### src/hdl/lcnc_pkg.sv
package lcnc_pkg;

    localparam int CARD_W  = 63;
    localparam int DIGITS  = 19;
    localparam int BCD_W   = DIGITS * 4;
    localparam int CNT_W   = 6;
    localparam int COUNT_W = 5;

    localparam logic [CNT_W-1:0] CONV_LAST = CNT_W'(CARD_W - 1);
    localparam logic [CNT_W-1:0] SCAN_LAST = CNT_W'(DIGITS - 1);

    localparam logic [COUNT_W-1:0] LEN_MIN   = COUNT_W'(13);
    localparam logic [COUNT_W-1:0] LEN_AMEX  = COUNT_W'(15);
    localparam logic [COUNT_W-1:0] LEN_MAX   = COUNT_W'(16);

    localparam logic [3:0] DEC_NINE = 4'd9;
    localparam logic [4:0] DEC_TEN  = 5'd10;

    typedef enum logic [1:0] {
        VERDICT_INVALID = 2'd0,
        VERDICT_AMEX    = 2'd1,
        VERDICT_MASTER  = 2'd2,
        VERDICT_VISA    = 2'd3
    } t_verdict;

    typedef enum logic [1:0] {
        ST_IDLE,
        ST_CONV,
        ST_SCAN,
        ST_DONE
    } t_state;

endpackage

### src/hdl/lcnc_dabble.sv
// One shift-add-3 step of binary to packed-decimal conversion.
module lcnc_dabble
    import lcnc_pkg::*;
(
    input  logic [BCD_W-1:0] i_bcd,
    input  logic             i_bit,
    output logic [BCD_W-1:0] o_bcd
);

    logic [BCD_W-1:0] s_adj;

    always_comb begin
        for (int i = 0; i < DIGITS; i++) begin
            if (i_bcd[i*4 +: 4] >= 4'd5) begin
                s_adj[i*4 +: 4] = i_bcd[i*4 +: 4] + 4'd3;
            end else begin
                s_adj[i*4 +: 4] = i_bcd[i*4 +: 4];
            end
        end
    end

    assign o_bcd = {s_adj[BCD_W-2:0], i_bit};

endmodule

### src/hdl/lcnc_luhn_acc.sv
// Adds one digit to the running Luhn sum, kept modulo ten.
module lcnc_luhn_acc
    import lcnc_pkg::*;
(
    input  logic [3:0] i_digit,
    input  logic       i_odd,
    input  logic [3:0] i_sum,
    output logic [3:0] o_sum
);

    logic [4:0] s_dbl;
    logic [4:0] s_val;
    logic [4:0] s_tot;

    always_comb begin
        s_dbl = {i_digit, 1'b0};
        if (i_odd) begin
            s_val = (s_dbl > {1'b0, DEC_NINE}) ? s_dbl - {1'b0, DEC_NINE} : s_dbl;
        end else begin
            s_val = {1'b0, i_digit};
        end
        s_tot = s_val + {1'b0, i_sum};
        if (s_tot >= DEC_TEN) begin
            o_sum = 4'(s_tot - DEC_TEN);
        end else begin
            o_sum = s_tot[3:0];
        end
    end

endmodule

### src/hdl/luhn_card_number_classifier.sv
// Card number classifier: checks the Luhn mod-10 sum, counts decimal digits
// and picks the brand from the two leading digits. Each number passes through
// an accept cycle, bit-serial binary to decimal conversion (one shift-add-3
// step per input bit), a scan of the decimal digits one per cycle through the
// Luhn adder, and a classify cycle. o_in_stall stays high from accept until
// the result moves into the output register. A finished result sits in the
// output register until taken, and the next number may be accepted while it
// waits; if it is still waiting when the next classify cycle comes, that
// cycle holds and the input stays stalled.
module luhn_card_number_classifier
    import lcnc_pkg::*;
(
    input  logic                i_clk,
    input  logic                i_rst_n,
    input  logic                i_in_valid,
    output logic                o_in_stall,
    input  logic [CARD_W-1:0]   i_card_number,
    output logic                o_out_valid,
    input  logic                i_out_stall,
    output logic [1:0]          o_verdict,
    output logic                o_checksum_ok,
    output logic [COUNT_W-1:0]  o_digit_count
);

    t_state r_state, n_state;

    logic [CNT_W-1:0]   r_cnt, n_cnt;
    logic [CARD_W-1:0]  r_bin, n_bin;
    logic [BCD_W-1:0]   r_bcd, n_bcd;
    logic [3:0]         r_sum, n_sum;
    logic [3:0]         r_prev, n_prev;
    logic [3:0]         r_hi, n_hi;
    logic [3:0]         r_lo, n_lo;
    logic [COUNT_W-1:0] r_last, n_last;
    logic               r_any, n_any;

    logic               r_out_valid;
    t_verdict           r_verdict, n_verdict;
    logic               r_ok, n_ok;
    logic [COUNT_W-1:0] r_count, n_count;

    logic               s_accept;
    logic               s_load;
    logic [BCD_W-1:0]   s_bcd_step;
    logic [3:0]         s_digit;
    logic [3:0]         s_sum_step;

    lcnc_dabble u_dabble (
        .i_bcd (r_bcd),
        .i_bit (r_bin[CARD_W-1]),
        .o_bcd (s_bcd_step)
    );

    assign s_digit = r_bcd[3:0];

    lcnc_luhn_acc u_acc (
        .i_digit (s_digit),
        .i_odd   (r_cnt[0]),
        .i_sum   (r_sum),
        .o_sum   (s_sum_step)
    );

    // next state
    always_comb begin
        n_state = r_state;
        unique case (r_state)
            ST_IDLE: begin
                if (i_in_valid) n_state = ST_CONV;
            end
            ST_CONV: begin
                if (r_cnt == CONV_LAST) n_state = ST_SCAN;
            end
            ST_SCAN: begin
                if (r_cnt == SCAN_LAST) n_state = ST_DONE;
            end
            ST_DONE: begin
                if (!r_out_valid || !i_out_stall) n_state = ST_IDLE;
            end
            default: n_state = ST_IDLE;
        endcase
    end

    // control outputs
    always_comb begin
        o_in_stall = 1'b1;
        s_accept   = 1'b0;
        s_load     = 1'b0;
        unique case (r_state)
            ST_IDLE: begin
                o_in_stall = 1'b0;
                s_accept   = i_in_valid;
            end
            ST_CONV: ;
            ST_SCAN: ;
            ST_DONE: begin
                s_load = !r_out_valid || !i_out_stall;
            end
            default: ;
        endcase
    end

    // datapath
    always_comb begin
        n_cnt  = r_cnt;
        n_bin  = r_bin;
        n_bcd  = r_bcd;
        n_sum  = r_sum;
        n_prev = r_prev;
        n_hi   = r_hi;
        n_lo   = r_lo;
        n_last = r_last;
        n_any  = r_any;
        if (s_accept) begin
            n_cnt = '0;
            n_bin = i_card_number;
            n_bcd = '0;
        end else if (r_state == ST_CONV) begin
            n_bcd = s_bcd_step;
            n_bin = {r_bin[CARD_W-2:0], 1'b0};
            if (r_cnt == CONV_LAST) begin
                n_cnt  = '0;
                n_sum  = '0;
                n_prev = '0;
                n_any  = 1'b0;
            end else begin
                n_cnt = r_cnt + CNT_W'(1);
            end
        end else if (r_state == ST_SCAN) begin
            n_sum  = s_sum_step;
            n_prev = s_digit;
            n_bcd  = {4'd0, r_bcd[BCD_W-1:4]};
            n_cnt  = r_cnt + CNT_W'(1);
            // highest nonzero digit so far and the one to its right
            if (s_digit != 4'd0) begin
                n_any  = 1'b1;
                n_last = r_cnt[COUNT_W-1:0];
                n_hi   = s_digit;
                n_lo   = r_prev;
            end
        end
    end

    // classify
    always_comb begin
        n_count   = r_any ? COUNT_W'(r_last + COUNT_W'(1)) : COUNT_W'(1);
        n_ok      = (n_count >= LEN_MIN) && (n_count <= LEN_MAX) && (r_sum == 4'd0);
        n_verdict = VERDICT_INVALID;
        if (n_ok) begin
            if (r_hi == 4'd3 && (r_lo == 4'd4 || r_lo == 4'd7) && n_count == LEN_AMEX) begin
                n_verdict = VERDICT_AMEX;
            end else if (r_hi == 4'd5 && r_lo >= 4'd1 && r_lo <= 4'd5
                         && n_count == LEN_MAX) begin
                n_verdict = VERDICT_MASTER;
            end else if (r_hi == 4'd4 && (n_count == LEN_MIN || n_count == LEN_MAX)) begin
                n_verdict = VERDICT_VISA;
            end
        end
    end

    always_ff @(posedge i_clk) begin
        if (!i_rst_n) begin
            r_state     <= ST_IDLE;
            r_out_valid <= 1'b0;
        end else begin
            r_state <= n_state;
            if (s_load) begin
                r_out_valid <= 1'b1;
            end else if (!i_out_stall) begin
                r_out_valid <= 1'b0;
            end
        end
    end

    always_ff @(posedge i_clk) begin
        r_cnt  <= n_cnt;
        r_bin  <= n_bin;
        r_bcd  <= n_bcd;
        r_sum  <= n_sum;
        r_prev <= n_prev;
        r_hi   <= n_hi;
        r_lo   <= n_lo;
        r_last <= n_last;
        r_any  <= n_any;
        if (s_load) begin
            r_verdict <= n_verdict;
            r_ok      <= n_ok;
            r_count   <= n_count;
        end
    end

    assign o_out_valid   = r_out_valid;
    assign o_verdict     = r_verdict;
    assign o_checksum_ok = r_ok;
    assign o_digit_count = r_count;

endmodule
### config.mk
export PLATFORM = sky130hd
export DESIGN_NAME = luhn_card_number_classifier
export DESIGN_NICKNAME = d
export VERILOG_FILES = /design/src/hdl/lcnc_pkg.sv /design/src/hdl/lcnc_dabble.sv /design/src/hdl/lcnc_luhn_acc.sv /design/src/hdl/luhn_card_number_classifier.sv
export SDC_FILE = /design/constraint.sdc
export NUM_CORES = 1
export LEC_CHECK = 0
export BUFFER_PORTS_ARGS = -buffer_cell sky130_fd_sc_hd__buf_4
export CORE_MARGIN = 2
export CORE_UTILIZATION = 45
export DETAILED_ROUTE_END_ITERATION = 6
export GPL_TIMING_DRIVEN = 0
export PLACE_DENSITY_LB_ADDON = 0.15
export SLEW_MARGIN = 20
export SYNTH_ARGS = -nofsm -noshare
export SYNTH_HDL_FRONTEND = slang
export SYNTH_SLANG_ARGS = --single-unit
### constraint.sdc
create_clock -name i_clk -period 4.47 [get_ports i_clk]
set_clock_uncertainty 0.1 [all_clocks]
set_input_delay 0.2235 -clock i_clk [delete_from_list [all_inputs] [get_ports i_clk]]
set_output_delay 0.2235 -clock i_clk [all_outputs]
set_load 0.01 [all_outputs]
Yosys cells after proc, flatten, opt, wreduce, memory -nomap -nowiden
Cells that the tools add are included.
{"block": "totals", "inputBits": 67, "elab_cells": 161, "out_inout_bits": 10, "register_bits": 178}
{"block": "op_classes", "eq_ne": 18, "mux": 52, "magnitude_cmp": 25, "addsub": 24, "n_bitwise": 3, "reduce_logical": 24}
{"operator": "$mux 76", "count": 2}
{"operator": "$mux 63", "count": 2}
{"operator": "$mux 4", "count": 24}
{"operator": "$ge 4x3->1 const B", "count": 19}
{"operator": "$add 4x2->4 const B", "count": 18}
{"operator": "$mux 6", "count": 3}
{"operator": "$eq 4x3->1 const B", "count": 4}
{"operator": "$mux 5", "count": 3}
{"operator": "$mux 2", "count": 6}
{"operator": "$reduce_and 4->1", "count": 3}
{"operator": "$eq 5x4->1 const B", "count": 2}
{"operator": "$ge 5x4->1 const B", "count": 2}
{"operator": "$mux 1", "count": 10}
{"operator": "$logic_and 1x1->1", "count": 8}
{"operator": "$pmux 2 s4", "count": 1}
{"operator": "$add 6x1->6 const B", "count": 1}
{"operator": "$eq 6x5->1 const B", "count": 1}
{"operator": "$eq 6x6->1 const B", "count": 1}
{"operator": "$ne 2x2->1 const B", "count": 3}
{"operator": "$reduce_bool 2->1", "count": 3}
{"operator": "$add 5x1->5 const B", "count": 1}
{"operator": "$add 5x4->5", "count": 1}
{"operator": "$eq 5x5->1 const B", "count": 1}
{"operator": "$gt 5x4->1 const B", "count": 1}
{"operator": "19 further kinds", "count": 26}

Logic depth before layout (Yosys ltp)
Gate-level depths: netlist of the first run.
{"block": "logic_depth", "ltp_word": 8, "mapped_depth": 15, "mapped_depth_nobuf": 14}

By module
A second synthesis of the first run with hierarchy kept.
{"block": "unflattened", "hier_cells": 1113, "area_unflattened_um2": 10083.4}
{"module": "luhn_card_number_classifier", "instances": 1, "cells_per_inst": 761, "seq_area_each_um2": 4494.3, "area_each_um2": 7786.2}
{"module": "lcnc_dabble", "instances": 1, "cells_per_inst": 301, "seq_area_each_um2": 0.0, "area_each_um2": 1913.1}
{"module": "lcnc_luhn_acc", "instances": 1, "cells_per_inst": 51, "seq_area_each_um2": 0.0, "area_each_um2": 384.1}

Worst setup path before layout of the first run
No wires, ideal clock.
{"block": "synth_timing", "kind": "register to register", "start": "register r_state[1]", "end": "register r_hi[0], enable pin", "setup_time_ns": 0.386, "synth_period_minus_slack_ns": 3.792, "arrival_time_ns": 3.305, "setup_slack_ns": 0.678, "path_stages_with_launch": 7, "required_ns": 3.984, "n_path_buf": 1, "path_cell_list": "dfxtp_1 > inv_1 > ha_1 > inv_1 > buf_1 > nand2_1 > nor2_1"}
{"block": "synth_via", "elab_chain_len": 4, "word_cells_on_any_way": 7, "cone_classes": "2 x eq/ne; 1 x mux; 2 x bitwise; 2 x reduce/logical"}
{"item": "start: declaration", "line": "luhn_card_number_classifier.sv:25", "source": "t_state r_state, n_state;"}
{"item": "start signal: assignment", "line": "luhn_card_number_classifier.sv:165", "source": "r_state <= n_state;"}
{"item": "$logic_not 2->1", "line": "luhn_card_number_classifier.sv:88", "source": "unique case (r_state)"}
{"item": "$mux 1", "line": "luhn_card_number_classifier.sv:88"}
{"item": "$not 1->1 (no source line)"}
{"item": "$reduce_and 4->1 (no source line) *"}
{"item": "end signal: assignment", "line": "luhn_card_number_classifier.sv:180", "source": "r_hi <= n_hi;"}
{"item": "end: declaration", "line": "luhn_card_number_classifier.sv:32", "source": "logic [3:0] r_hi, n_hi;"}
Every way passes the cells marked *; elsewhere a longest branch is shown, timed or not.
A chain may end at the register's enable or synchronous reset.

Final worst setup path of the first run
{"block": "layout_timing", "start": "register r_bcd[1]", "end": "register r_sum[2], data pin"}
{"block": "layout_via", "elab_chain_len": 8, "word_cells_on_any_way": 10, "cone_classes": "3 x add/sub; 2 x order compare; 5 x mux"}
{"item": "start: declaration", "line": "luhn_card_number_classifier.sv:29", "source": "logic [BCD_W-1:0] r_bcd, n_bcd;"}
{"item": "start signal: assignment", "line": "luhn_card_number_classifier.sv:177", "source": "r_bcd <= n_bcd;"}
{"item": "$sub 5x4->5 or $gt 5x4->1 (tied branches)", "line": "lcnc_luhn_acc.sv:18", "source": "s_val = (s_dbl > {1'b0, DEC_NINE}) ? s_dbl - {1'b0, DEC_NINE} : s_dbl;"}
{"item": "$mux 5", "line": "lcnc_luhn_acc.sv:18"}
{"item": "$mux 5 *", "line": "lcnc_luhn_acc.sv:17", "source": "if (i_odd) begin"}
{"item": "$add 5x4->5 *", "line": "lcnc_luhn_acc.sv:22", "source": "s_tot = s_val + {1'b0, i_sum};"}
{"item": "$sub 4x4->4 or $ge 5x4->1 (tied branches)", "line": "lcnc_luhn_acc.sv:24, lcnc_luhn_acc.sv:23"}
{"item": "$mux 4 *", "line": "lcnc_luhn_acc.sv:23", "source": "if (s_tot >= DEC_TEN) begin"}
{"item": "$mux 4 *", "line": "luhn_card_number_classifier.sv:128", "source": "end else if (r_state == ST_SCAN) begin"}
{"item": "$mux 4 *", "line": "luhn_card_number_classifier.sv:117", "source": "end else if (r_state == ST_CONV) begin"}
{"item": "end signal: assignment", "line": "luhn_card_number_classifier.sv:178", "source": "r_sum <= n_sum;"}
{"item": "end: declaration", "line": "luhn_card_number_classifier.sv:30", "source": "logic [3:0] r_sum, n_sum;"}
Every way passes the cells marked *; elsewhere a longest branch is shown, timed or not. The select of a mux whose other input is x is not followed.

==> results by group, run 1 <==
Pwr
  – Peak supply drop: 0.000427 V
  – Pwr Density: ~760 nW/um2
  – Lkg Pwr: between 4 and 5 nW
  – Total Power: between 0.009 and 0.01 W

Clocking
  – TritonCTS Sinks: ~180
  – Resize count post-CTS: 0
  – Clk buf depth: 2
  – Total CTS buffers: 17
  – CTS tree: done
  – Post-CTS setup buffers: 0
  – Clock latency on the worst-skew pair: around 0.44 ns
  – CTS root buf: clkbuf_16
  – Hold_buf cts: between 60 and 70
  – Clock-pin transition on the worst setup and hold timing paths: roughly 0.080 ns
  – H-tree depth: 4

Die
  – Initial core utilization: 46.0%
  – Core Box Area: ~21000 um2
  – Row cnt: between 50 and 60
  – Die X: between 150 and 200 um
  – Die Height: 151 um
  – Full die area: ~23000 um2
  – # IOs: 77

Drt
  – Initial DRC Count: just over 500
  – Via Count: 8265
  – DR pass1 iterations: 5
  – Final WL: around 25 mm
  – Vias/cell: between 5 and 6
  – Drt wl/cell: roughly 16 um
  – Antenna Violating Nets Remaining: 0
  – DRC errors left: 0

Timing
  – Worst hold slack: 0.0685 ns
  – Minimum clock period after layout: roughly 3.5 ns
  – Worst-Margin Slew: around 1 ns
  – Slew headroom: about a third
  – RSZ-0062 raised after global routing: false
  – Final hold vios: 0
  – Period utilisation layout: about four fifths
  – Final Max Slew Viols: 0
  – Fmax: 282 MHz
  – Setup violators final: 0

Finish
  – Post-route cell area: 11900 um2
  – Commonest non-fill, non-tap cells in the layout: nand2_1, o21ai_0, edfxtp_1, nor2_1, dfxtp_1
  – Area Growth Syn to Fin: 22.4%
  – # nets final: ~1400
  – Commonest non-fill, non-tap cell in the layout: nand2_1
  – Post-route insts no fill: 1555
  – Ant diodes: 0
  – Layout cells sized above 1: under 10%
  – Fill cells: 1935

Yosys
  – Register area share after synthesis: a little under half
  – Avg Inst Size Synth: a little under 9 um2
  – Post-synth EDFFs: 93
  – Mapped Area: just under 10000 um2
  – Syn Nets: between 1000 and 1500
  – Ys async rst share: 0%
  – FF+latch count, synth: 178
  – Mapped Cells: roughly 1100
  – Post-synthesis cell type count: 50
  – Yosys warnings: 0
  – Main synth FF type: edfxtp_1

Global routing
  – Gr ovfl total: 0
  – Vias in the first global route: 7690
  – First-pass GRT wire length: 39.6 mm
  – Global-route usage over all layers: ~22%
  – Initial antenna violation count: 0
  – Largest net degree at the start of global routing: 42

Worst setup path
  – Worst path top cell family by delay: adder cells
  – Crit path cell chain: inv_1, ha_1, inv_1, a21oi_1, xnor2_1, mux2i_1, fa_1, xor2_1, ha_1, inv_1, a21oi_1, o22a_2, mux2_4
  – WP buf/inv: 3
  – WP data required: 4.57 ns
  – Slowest stage delay, CP: between 0.4 and 0.5 ns
  – Worst setup EP type: flop
  – Worst path slowest cell: fa_1
  – Critical Path Start Type: flop
  – Worst path most repeated cell: inv_1
  – Critical path fanouts, max: 8
  – Crit Path Class: reg -> reg
  – Arrival @ worst endpoint: between 3 and 4 ns

Place
  – Port Buffers: 76
  – RD Place Congestion: 0.839
  – Placed Area: between 10000 and 15000 um2
  – Placed cell count: 1458
  – Post-DP HPWL: 16.6 mm

Job
  – # Max-Cap Violations: 0

Min path
  – Hold/Removal Path Class: in -> reg

Outcome
  – Outcome: complete, no violations
## logic make-up after synthesis
kind of cell | share of synthesized area [%]
and+or+nand+nor | 18.8
adders and majority gates | 6.76
DFF | 46.2
muxes | 6.07
xor gates and xnor gates | 2.70
AOI/OAI and AO/OA | 14.2
buffers and inverters | 5.27
## flip-flops by register name, summed over array words and instances, names as in the netlist
signal	cells
r_bcd	76
r_bin	63
r_cnt	6
o_digit_count	5
r_last	5
r_hi	4
r_lo	4
r_prev	4
r_sum	4
o_verdict	2
r_state	2
o_checksum_ok	1
o_out_valid	1
r_any	1
## cell type report
| class | instances | area [um2] | share of cell area, % |
|---|---|---|---|
| tap | 275 | 344 | 2.89 |
| multi-input combinational | 798 | 4740 | 39.8 |
| clock inverter | 15 | 160 | 1.34 |
| buffer | 60 | 250 | 2.10 |
| sequential | 178 | 4490 | 37.7 |
| timing repair buffer | 142 | 1240 | 10.4 |
| clock buffer | 17 | 425 | 3.57 |
| inverter | 70 | 263 | 2.21 |
## Yosys cell counts (19+ instances only)
cell type / n / share of area [%]
mux2i_1: 56 / 5.8
nand3b_1: 19 / 1.5
ha_1: 51 / 6.6
nand2_1: 226 / 8.7
o21ai_0: 99 / 5.1
nor2_1: 86 / 3.3
inv_1: 70 / 2.7
edfxtp_1: 93 / 29
clkbuf_1: 45 / 1.7
nand3_1: 25 / 1.3
o31ai_1: 21 / 1.6
nand2b_1: 27 / 1.7
dfxtp_1: 85 / 17
a21oi_1: 65 / 3.3
xnor2_1: 22 / 2.0
## power by group
part | internal [W] | switching [W]
combinational | 0.00167 | 0.00278
sequential | 0.00260 | 0.000453
clock | 0.000752 | 0.000763
total | 0.00502 | 0.00399
## final timing paths
kind	from	endpoint	slack (ns)	depth (start not counted)
setup / recovery	r_bcd[1]	r_sum[2]	0.93	13
hold / removal	i_in_valid	r_bin[0]	0.07	2
setup reg to reg	r_bcd[1]	r_sum[2]	0.93	13
hold reg to reg	r_prev[0]	r_lo[0]	0.32	0
## per-stage QoR
step	util (%)	TNS, ns	setup WS [ns]
after floorplan	-	0	0.678
final	56.3	0	0.929
after detailed placement	50.5	0	0.967
after global routing	56.3	0	0.621
after CTS	56.3	0	0.956
after global placement	50.4	-11.29	-0.869
## per-layer routing
layer / wire length (um) / up-vias / global-route usage [%] / part of all wire [%]
li1: - / 4130 / - / -
met1: 11600 / 3923 / 29.3 / 46
met5: 0 / - / 0 / 0
met2: 12400 / 175 / 38.2 / 49
met4: 496 / 0 / 7.06 / 2.0
met3: 876 / 37 / 3.34 / 3.5
No activity file was read; power rests on OpenSTA's default activity.
==> run 2, diff against run 1 <==
Clock period 4.47 ns to 3.36 ns, I/O delays scaled along.
==> run 2 against run 1 <==
Against the previous run: first-iteration DRC count down 7.5%; critical endpoint is now r_sum[1]; critical path type unchanged; cell count about the same; clock power up 36%; flip-flop and latch count unchanged; worst hold slack better by 0.096 ns; maximum frequency up 11%; via count up 0.40%; core utilization up 0.38 points.
==> results by group, run 2 (synthesis results as in run 1) <==
Clocking
  – Clock-pin transition on the worst setup and hold timing paths: 0.07 ns (about the same)
  – TritonCTS Sinks: 178 (unchanged)
  – Clock latency on the worst-skew pair: 0.44 ns (about the same)
  – Total CTS buffers: 17 (unchanged)
  – CTS tree: done
  – H-tree depth: 4 (unchanged)
  – Clk buf depth: 2 (unchanged)
  – Post-CTS setup buffers: 0 (unchanged)
  – CTS root buf: clkbuf_16

Timing
  – Worst hold slack: 0.165 ns (+0.0964 ns)
  – Setup violators final: 0 (unchanged)
  – Final Max Slew Viols: 0 (unchanged)
  – Slew headroom: 30.6% (-2.7 points)
  – Minimum clock period after layout: 3.19 ns (-0.352 ns)
  – Worst-Margin Slew: 1.03 ns (+0.0352 ns)
  – Period utilisation layout: 94.9% (+16 points)
  – Final hold vios: 0 (unchanged)
  – Final setup TNS: 0 ns (unchanged)
  – Slack of the critical path: 0.171 ns (-0.758 ns)
  – Fmax: 314 MHz (+11%)

Finish
  – Area Growth Syn to Fin: 23.2%
  – Layout cells sized above 1: 10.4% (+0.93 points)
  – Commonest non-fill, non-tap cell in the layout: nand2_1
  – Commonest non-fill, non-tap cells in the layout: nand2_1, o21ai_0, edfxtp_1, nor2_1, dfxtp_1
  – Post-route cell area: 12000 um2 (+0.67%)
  – Multi-input gate area: 4790 um2 (+1.2%)
  – Ant diodes: 0 (unchanged)
  – # nets final: 1387 (+0.072%)
  – FF/Latch Area: 4500 um2 (+0.11%)
  – Most flops, register: r_bcd
  – Largest register FFs: 76 (unchanged)
  – Fin util: 56.7% (+0.38 points)
  – Biggest regs: r_bcd: 76 flops, r_bin: 63 flops, r_cnt: 6 flops
  – Fill cells: 1941 (+0.31%)

Place
  – Setup Slack @ Placement: -0.147 ns (-1.11 ns)
  – RD Place Congestion: 0.861 (+2.7%)
  – Port Buffers: 76 (unchanged)
  – Post-DP HPWL: 16.9 mm (+2.2%)
  – Placed Area: 10700 um2 (unchanged)

Worst setup path
  – Arrival @ worst endpoint: 3.29 ns (-0.35 ns)
  – Worst path top cell family by delay: adder cells
  – Crit Path Class: reg -> reg
  – Critical path fanouts, max: 8 (unchanged)
  – Crit path cell chain: buf_6, inv_1, ha_4, inv_2, a21oi_4, xnor2_1, mux2i_2, fa_2, xor2_2, ha_2, inv_1, a21oi_1, o22a_2, mux2_4
  – Worst setup EP type: flop
  – WP data required: 3.46 ns (-1.11 ns)
  – Critical Path Start Type: flop
  – Slowest stage delay, CP: 0.41 ns (-0.05 ns)
  – Worst path slowest cell: fa_2
  – Worst path most repeated cell: inv_1
  – WP buf/inv: 4 (+1)

Global routing
  – First-pass GRT wire length: 40.2 mm (+1.3%)
  – Initial antenna violation count: 0 (unchanged)
  – Gr ovfl total: 0 (unchanged)
  – Largest net degree at the start of global routing: 41 (-2.4%)
  – Vias in the first global route: 8062 (+4.8%)
  – Global-route usage over all layers: 22.5% (+0.085 points)

Outcome
  – Outcome: complete, no violations

Die
  – # IOs: 77 (unchanged)
  – Die Height: 151 um (unchanged)
  – Core Box Area: 21200 um2 (unchanged)
  – Full die area: 22800 um2 (unchanged)
  – Die X: 151 um (unchanged)
  – Initial core utilization: 46.0% (unchanged)
  – Row cnt: 53 (unchanged)

Pwr
  – Peak supply drop: 0.000507 V (+19%)
  – Pwr Density: 1010 nW/um2 (+34%)
  – Lkg Pwr: 4.89 nW (+0.28%)

Drt
  – Vias/cell: 5.33 (+0.33%)
  – Initial DRC Count: 472 (-7.5%)
  – Drt wl/cell: 16.2 um (-0.49%)
  – Antenna Violating Nets Remaining: 0 (unchanged)
  – Final WL: 25.2 mm (-0.42%)
  – Via Count: 8298 (+0.40%)
  – DRC errors left: 0 (unchanged)
  – DR pass1 iterations: 5 (unchanged)

Min path
  – Hold/Removal Path Class: in -> reg

Job
  – # Max-Cap Violations: 0 (unchanged)
==> run 2: cell type report <==
type                       instances  share of cell area, %
sequential                       178                   37.5
multi-input combinational        798                   39.9
timing repair buffer             143                   10.4
clock buffer                      17                   3.55
buffer                            60                   2.09
inverter                          70                   2.19
clock inverter                    15                   1.42
tap                              275                   2.87
==> run 2: through the flow <==
stage,power (W),instances
6_report,0.0121,1556
3_3_place_gp,0.00976,1457
4_1_cts,0.0121,1556
5_1_grt,0.0131,1556
2_1_floorplan,0.00817,1106
3_5_place_dp,0.00990,1458
==> run 2: worst min-delay path, stage by stage <==
cell and delay (ns):
buf_4 0.09, nand3_1 0.09, o2111ai_1 0.17, o311a_1 0.15
==> run 2: layer usage <==
layer  GRT usage (%)  share of wire [%]
met1            28.8                 45
met2            38.5                 48
met3            4.31                5.1
met4            6.73                1.8
met5               0                  0
==> run 2: repair_timing <==
| action | 4_1_cts | 5_1_grt |
|---|---|---|
| setup endpoints to repair | 2 | 16 |
| pin swaps | 0 | 3 |
| endpoints found under the hold margin | 66 | 0 |
| hold buffers | 66 | 0 |
| gates resized for setup | 3 | 14 |
==> run 2: path summary, 6_finish.rpt <==
path	from	endpoint	slack, ns	cells past startpoint
max reg2reg	r_bcd[0]	r_sum[1]	0.17	14
min reg2reg	r_prev[0]	r_lo[0]	0.32	0
max	r_bcd[0]	r_sum[1]	0.17	14
min	i_out_stall	r_state[0]	0.16	4
==> run 2: where the power goes <==
group          total, W  switching, W  internal (W)
clock network   0.00206      0.000937       0.00112
logic           0.00602       0.00375       0.00227
registers       0.00407      0.000608       0.00346
==> run 3, diff against run 2 <==
Clock period 3.36 ns to 3.42 ns, I/O delays scaled along.
==> run 3 against run 2 <==
Against the previous run: count of clock-buffer cells in the layout unchanged; final area about the same; register-to-register slack improved by 0.03 ns; critical path type unchanged.
==> results by group, run 3 (synthesis results as in run 1) <==
Outcome
  – Outcome: complete, no violations

Place
  – Post-DP HPWL: 16.9 mm (unchanged)
  – Port Buffers: 76 (unchanged)
  – Placed Area: 10700 um2 (unchanged)
  – Placed cell count: 1458 (unchanged)
  – RD Place Congestion: 0.861 (unchanged)

Clocking
  – Total CTS buffers: 17 (unchanged)
  – CTS tree: done
  – TritonCTS Sinks: 178 (unchanged)
  – Post-CTS setup buffers: 0 (unchanged)
  – Clock latency on the worst-skew pair: 0.44 ns (about the same)
  – Clock-pin transition on the worst setup and hold timing paths: 0.07 ns (about the same)
  – CTS root buf: clkbuf_16
  – Clk buf depth: 2 (unchanged)
  – H-tree depth: 4 (unchanged)

Die
  – Die Height: 151 um (unchanged)
  – Core Box Area: 21200 um2 (unchanged)
  – Die X: 151 um (unchanged)
  – Row cnt: 53 (unchanged)
  – Initial core utilization: 46.0% (unchanged)
  – # IOs: 77 (unchanged)
  – Full die area: 22800 um2 (unchanged)

Global routing
  – Vias in the first global route: 8062 (unchanged)
  – Largest net degree at the start of global routing: 41 (unchanged)
  – Global-route usage over all layers: 22.5% (unchanged)
  – First-pass GRT wire length: 40.2 mm (unchanged)
  – Gr ovfl total: 0 (unchanged)
  – Initial antenna violation count: 0 (unchanged)

Drt
  – Via Count: 8271 (-0.33%)
  – Initial DRC Count: 436 (-7.6%)
  – Vias/cell: 5.32 (-0.33%)
  – DRC errors left: 0 (unchanged)
  – Final WL: 25.1 mm (-0.22%)
  – DR pass1 iterations: 7 (+2)
  – Antenna Violating Nets Remaining: 0 (unchanged)
  – Drt wl/cell: 16.1 um (-0.22%)

Finish
  – Post-route insts no fill: 1556 (unchanged)
  – Commonest non-fill, non-tap cell in the layout: nand2_1
  – Commonest non-fill, non-tap cells in the layout: nand2_1, o21ai_0, edfxtp_1, nor2_1, dfxtp_1
  – # nets final: 1387 (unchanged)
  – Layout cells sized above 1: 10.2% (-0.16 points)
  – Largest register FFs: 76 (unchanged)
  – Biggest regs: r_bcd: 76 flops, r_bin: 63 flops, r_cnt: 6 flops
  – Most flops, register: r_bcd
  – Post-route cell area: 12000 um2 (about the same)
  – Ant diodes: 0 (unchanged)
  – Area Growth Syn to Fin: 23.2% (about the same)
  – Fin util: 56.7% (about the same)

Worst setup path
  – Critical path fanouts, max: 8 (unchanged)
  – WP data required: 3.52 ns (+0.06 ns)
  – Crit Path Class: reg -> reg
  – Arrival @ worst endpoint: 3.32 ns (+0.03 ns)
  – Critical Path Start Type: flop
  – Worst setup EP type: flop

Pwr
  – Lkg Pwr: 4.89 nW (about the same)
  – Total Power: 0.0119 W (-1.9%)
  – Pwr Density: 994 nW/um2 (-1.9%)
  – Peak supply drop: 0.000495 V (-2.2%)

Timing
  – Slew headroom: 30.5% (-0.16 points)
  – Final Max Slew Viols: 0 (unchanged)
  – Final setup TNS: 0 ns (unchanged)
  – Final hold vios: 0 (unchanged)
  – Minimum clock period after layout: 3.22 ns (+0.0308 ns)
  – Setup violators final: 0 (unchanged)
  – Fmax: 311 MHz (-0.96%)
  – RSZ-0062 raised after global routing: false
  – Period utilisation layout: 94.2% (-0.77 points)
  – Worst-Margin Slew: 1.03 ns (+0.00241 ns)

Job
  – # Max-Cap Violations: 0 (unchanged)

Min path
  – Hold/Removal Path Class: in -> reg
==> run 3: per-stage QoR <==
step                setup slack, ns  hold WS, ns
finish                        0.200        0.170
floorplan                     0.319        0.199
detailed placement          -0.0866        0.305
global route                0.00914        0.205
global placement             -0.783        0.300
CTS                          0.0451        0.149
==> run 3: where the power goes <==
group / internal, W / switching (W) / total, W
Combinational: 0.00223 / 0.00367 / 0.00590
Sequential: 0.00340 / 0.000599 / 0.00400
Clock: 0.00110 / 0.000916 / 0.00202
Total: 0.00673 / 0.00518 / 0.0119
==> run 3: critical path, stage by stage (launching register included) <==
cell and delay (ns):
dfxtp_2 0.35, buf_6 0.14, inv_1 0.11, ha_4 0.20, inv_1 0.09, a21oi_4 0.19, xnor2_1 0.15, mux2i_2 0.12
fa_2 0.41, xor2_2 0.24, ha_2 0.22, inv_1 0.05, a21oi_1 0.11, o22a_2 0.19, mux2_4 0.30
==> run 3: layout make-up <==
class | count | area, um2
clock inverters | 15 | 170
multi-input cells | 798 | 4790
well taps | 275 | 344
fillers | 1941 | 9160
repair buffers | 143 | 1250
inverters | 70 | 263
flip-flops and latches | 178 | 4500
plain buffers | 60 | 250
clock buffers | 17 | 425
==> run 3: path summary, 6_finish.rpt <==
path                             startpoint          to  slack, ns  depth (start not counted)
worst min-delay path            i_out_stall  r_state[0]       0.17                          4
worst max-delay path               r_bcd[0]    r_sum[1]       0.20                         14
worst min register to register    r_prev[0]     r_lo[0]       0.32                          0
worst max register to register     r_bcd[0]    r_sum[1]       0.20                         14
==> run 3: what timing repair did <==
action,CTS,global route
gates cloned,0,0
endpoints found under the hold margin,66,0
hold buffers,66,0
setup endpoints to repair,2,16
pin swaps,0,3
resized for setup,2,12
==> run 3: layer usage <==
layer	part of all wire (%)	up-vias	global-route usage, %
met2	49	202	38.5
li1	-	4134	-
met1	45	3902	28.8
met5	0	-	0
met3	4.9	33	4.31
met4	1.8	0	6.73
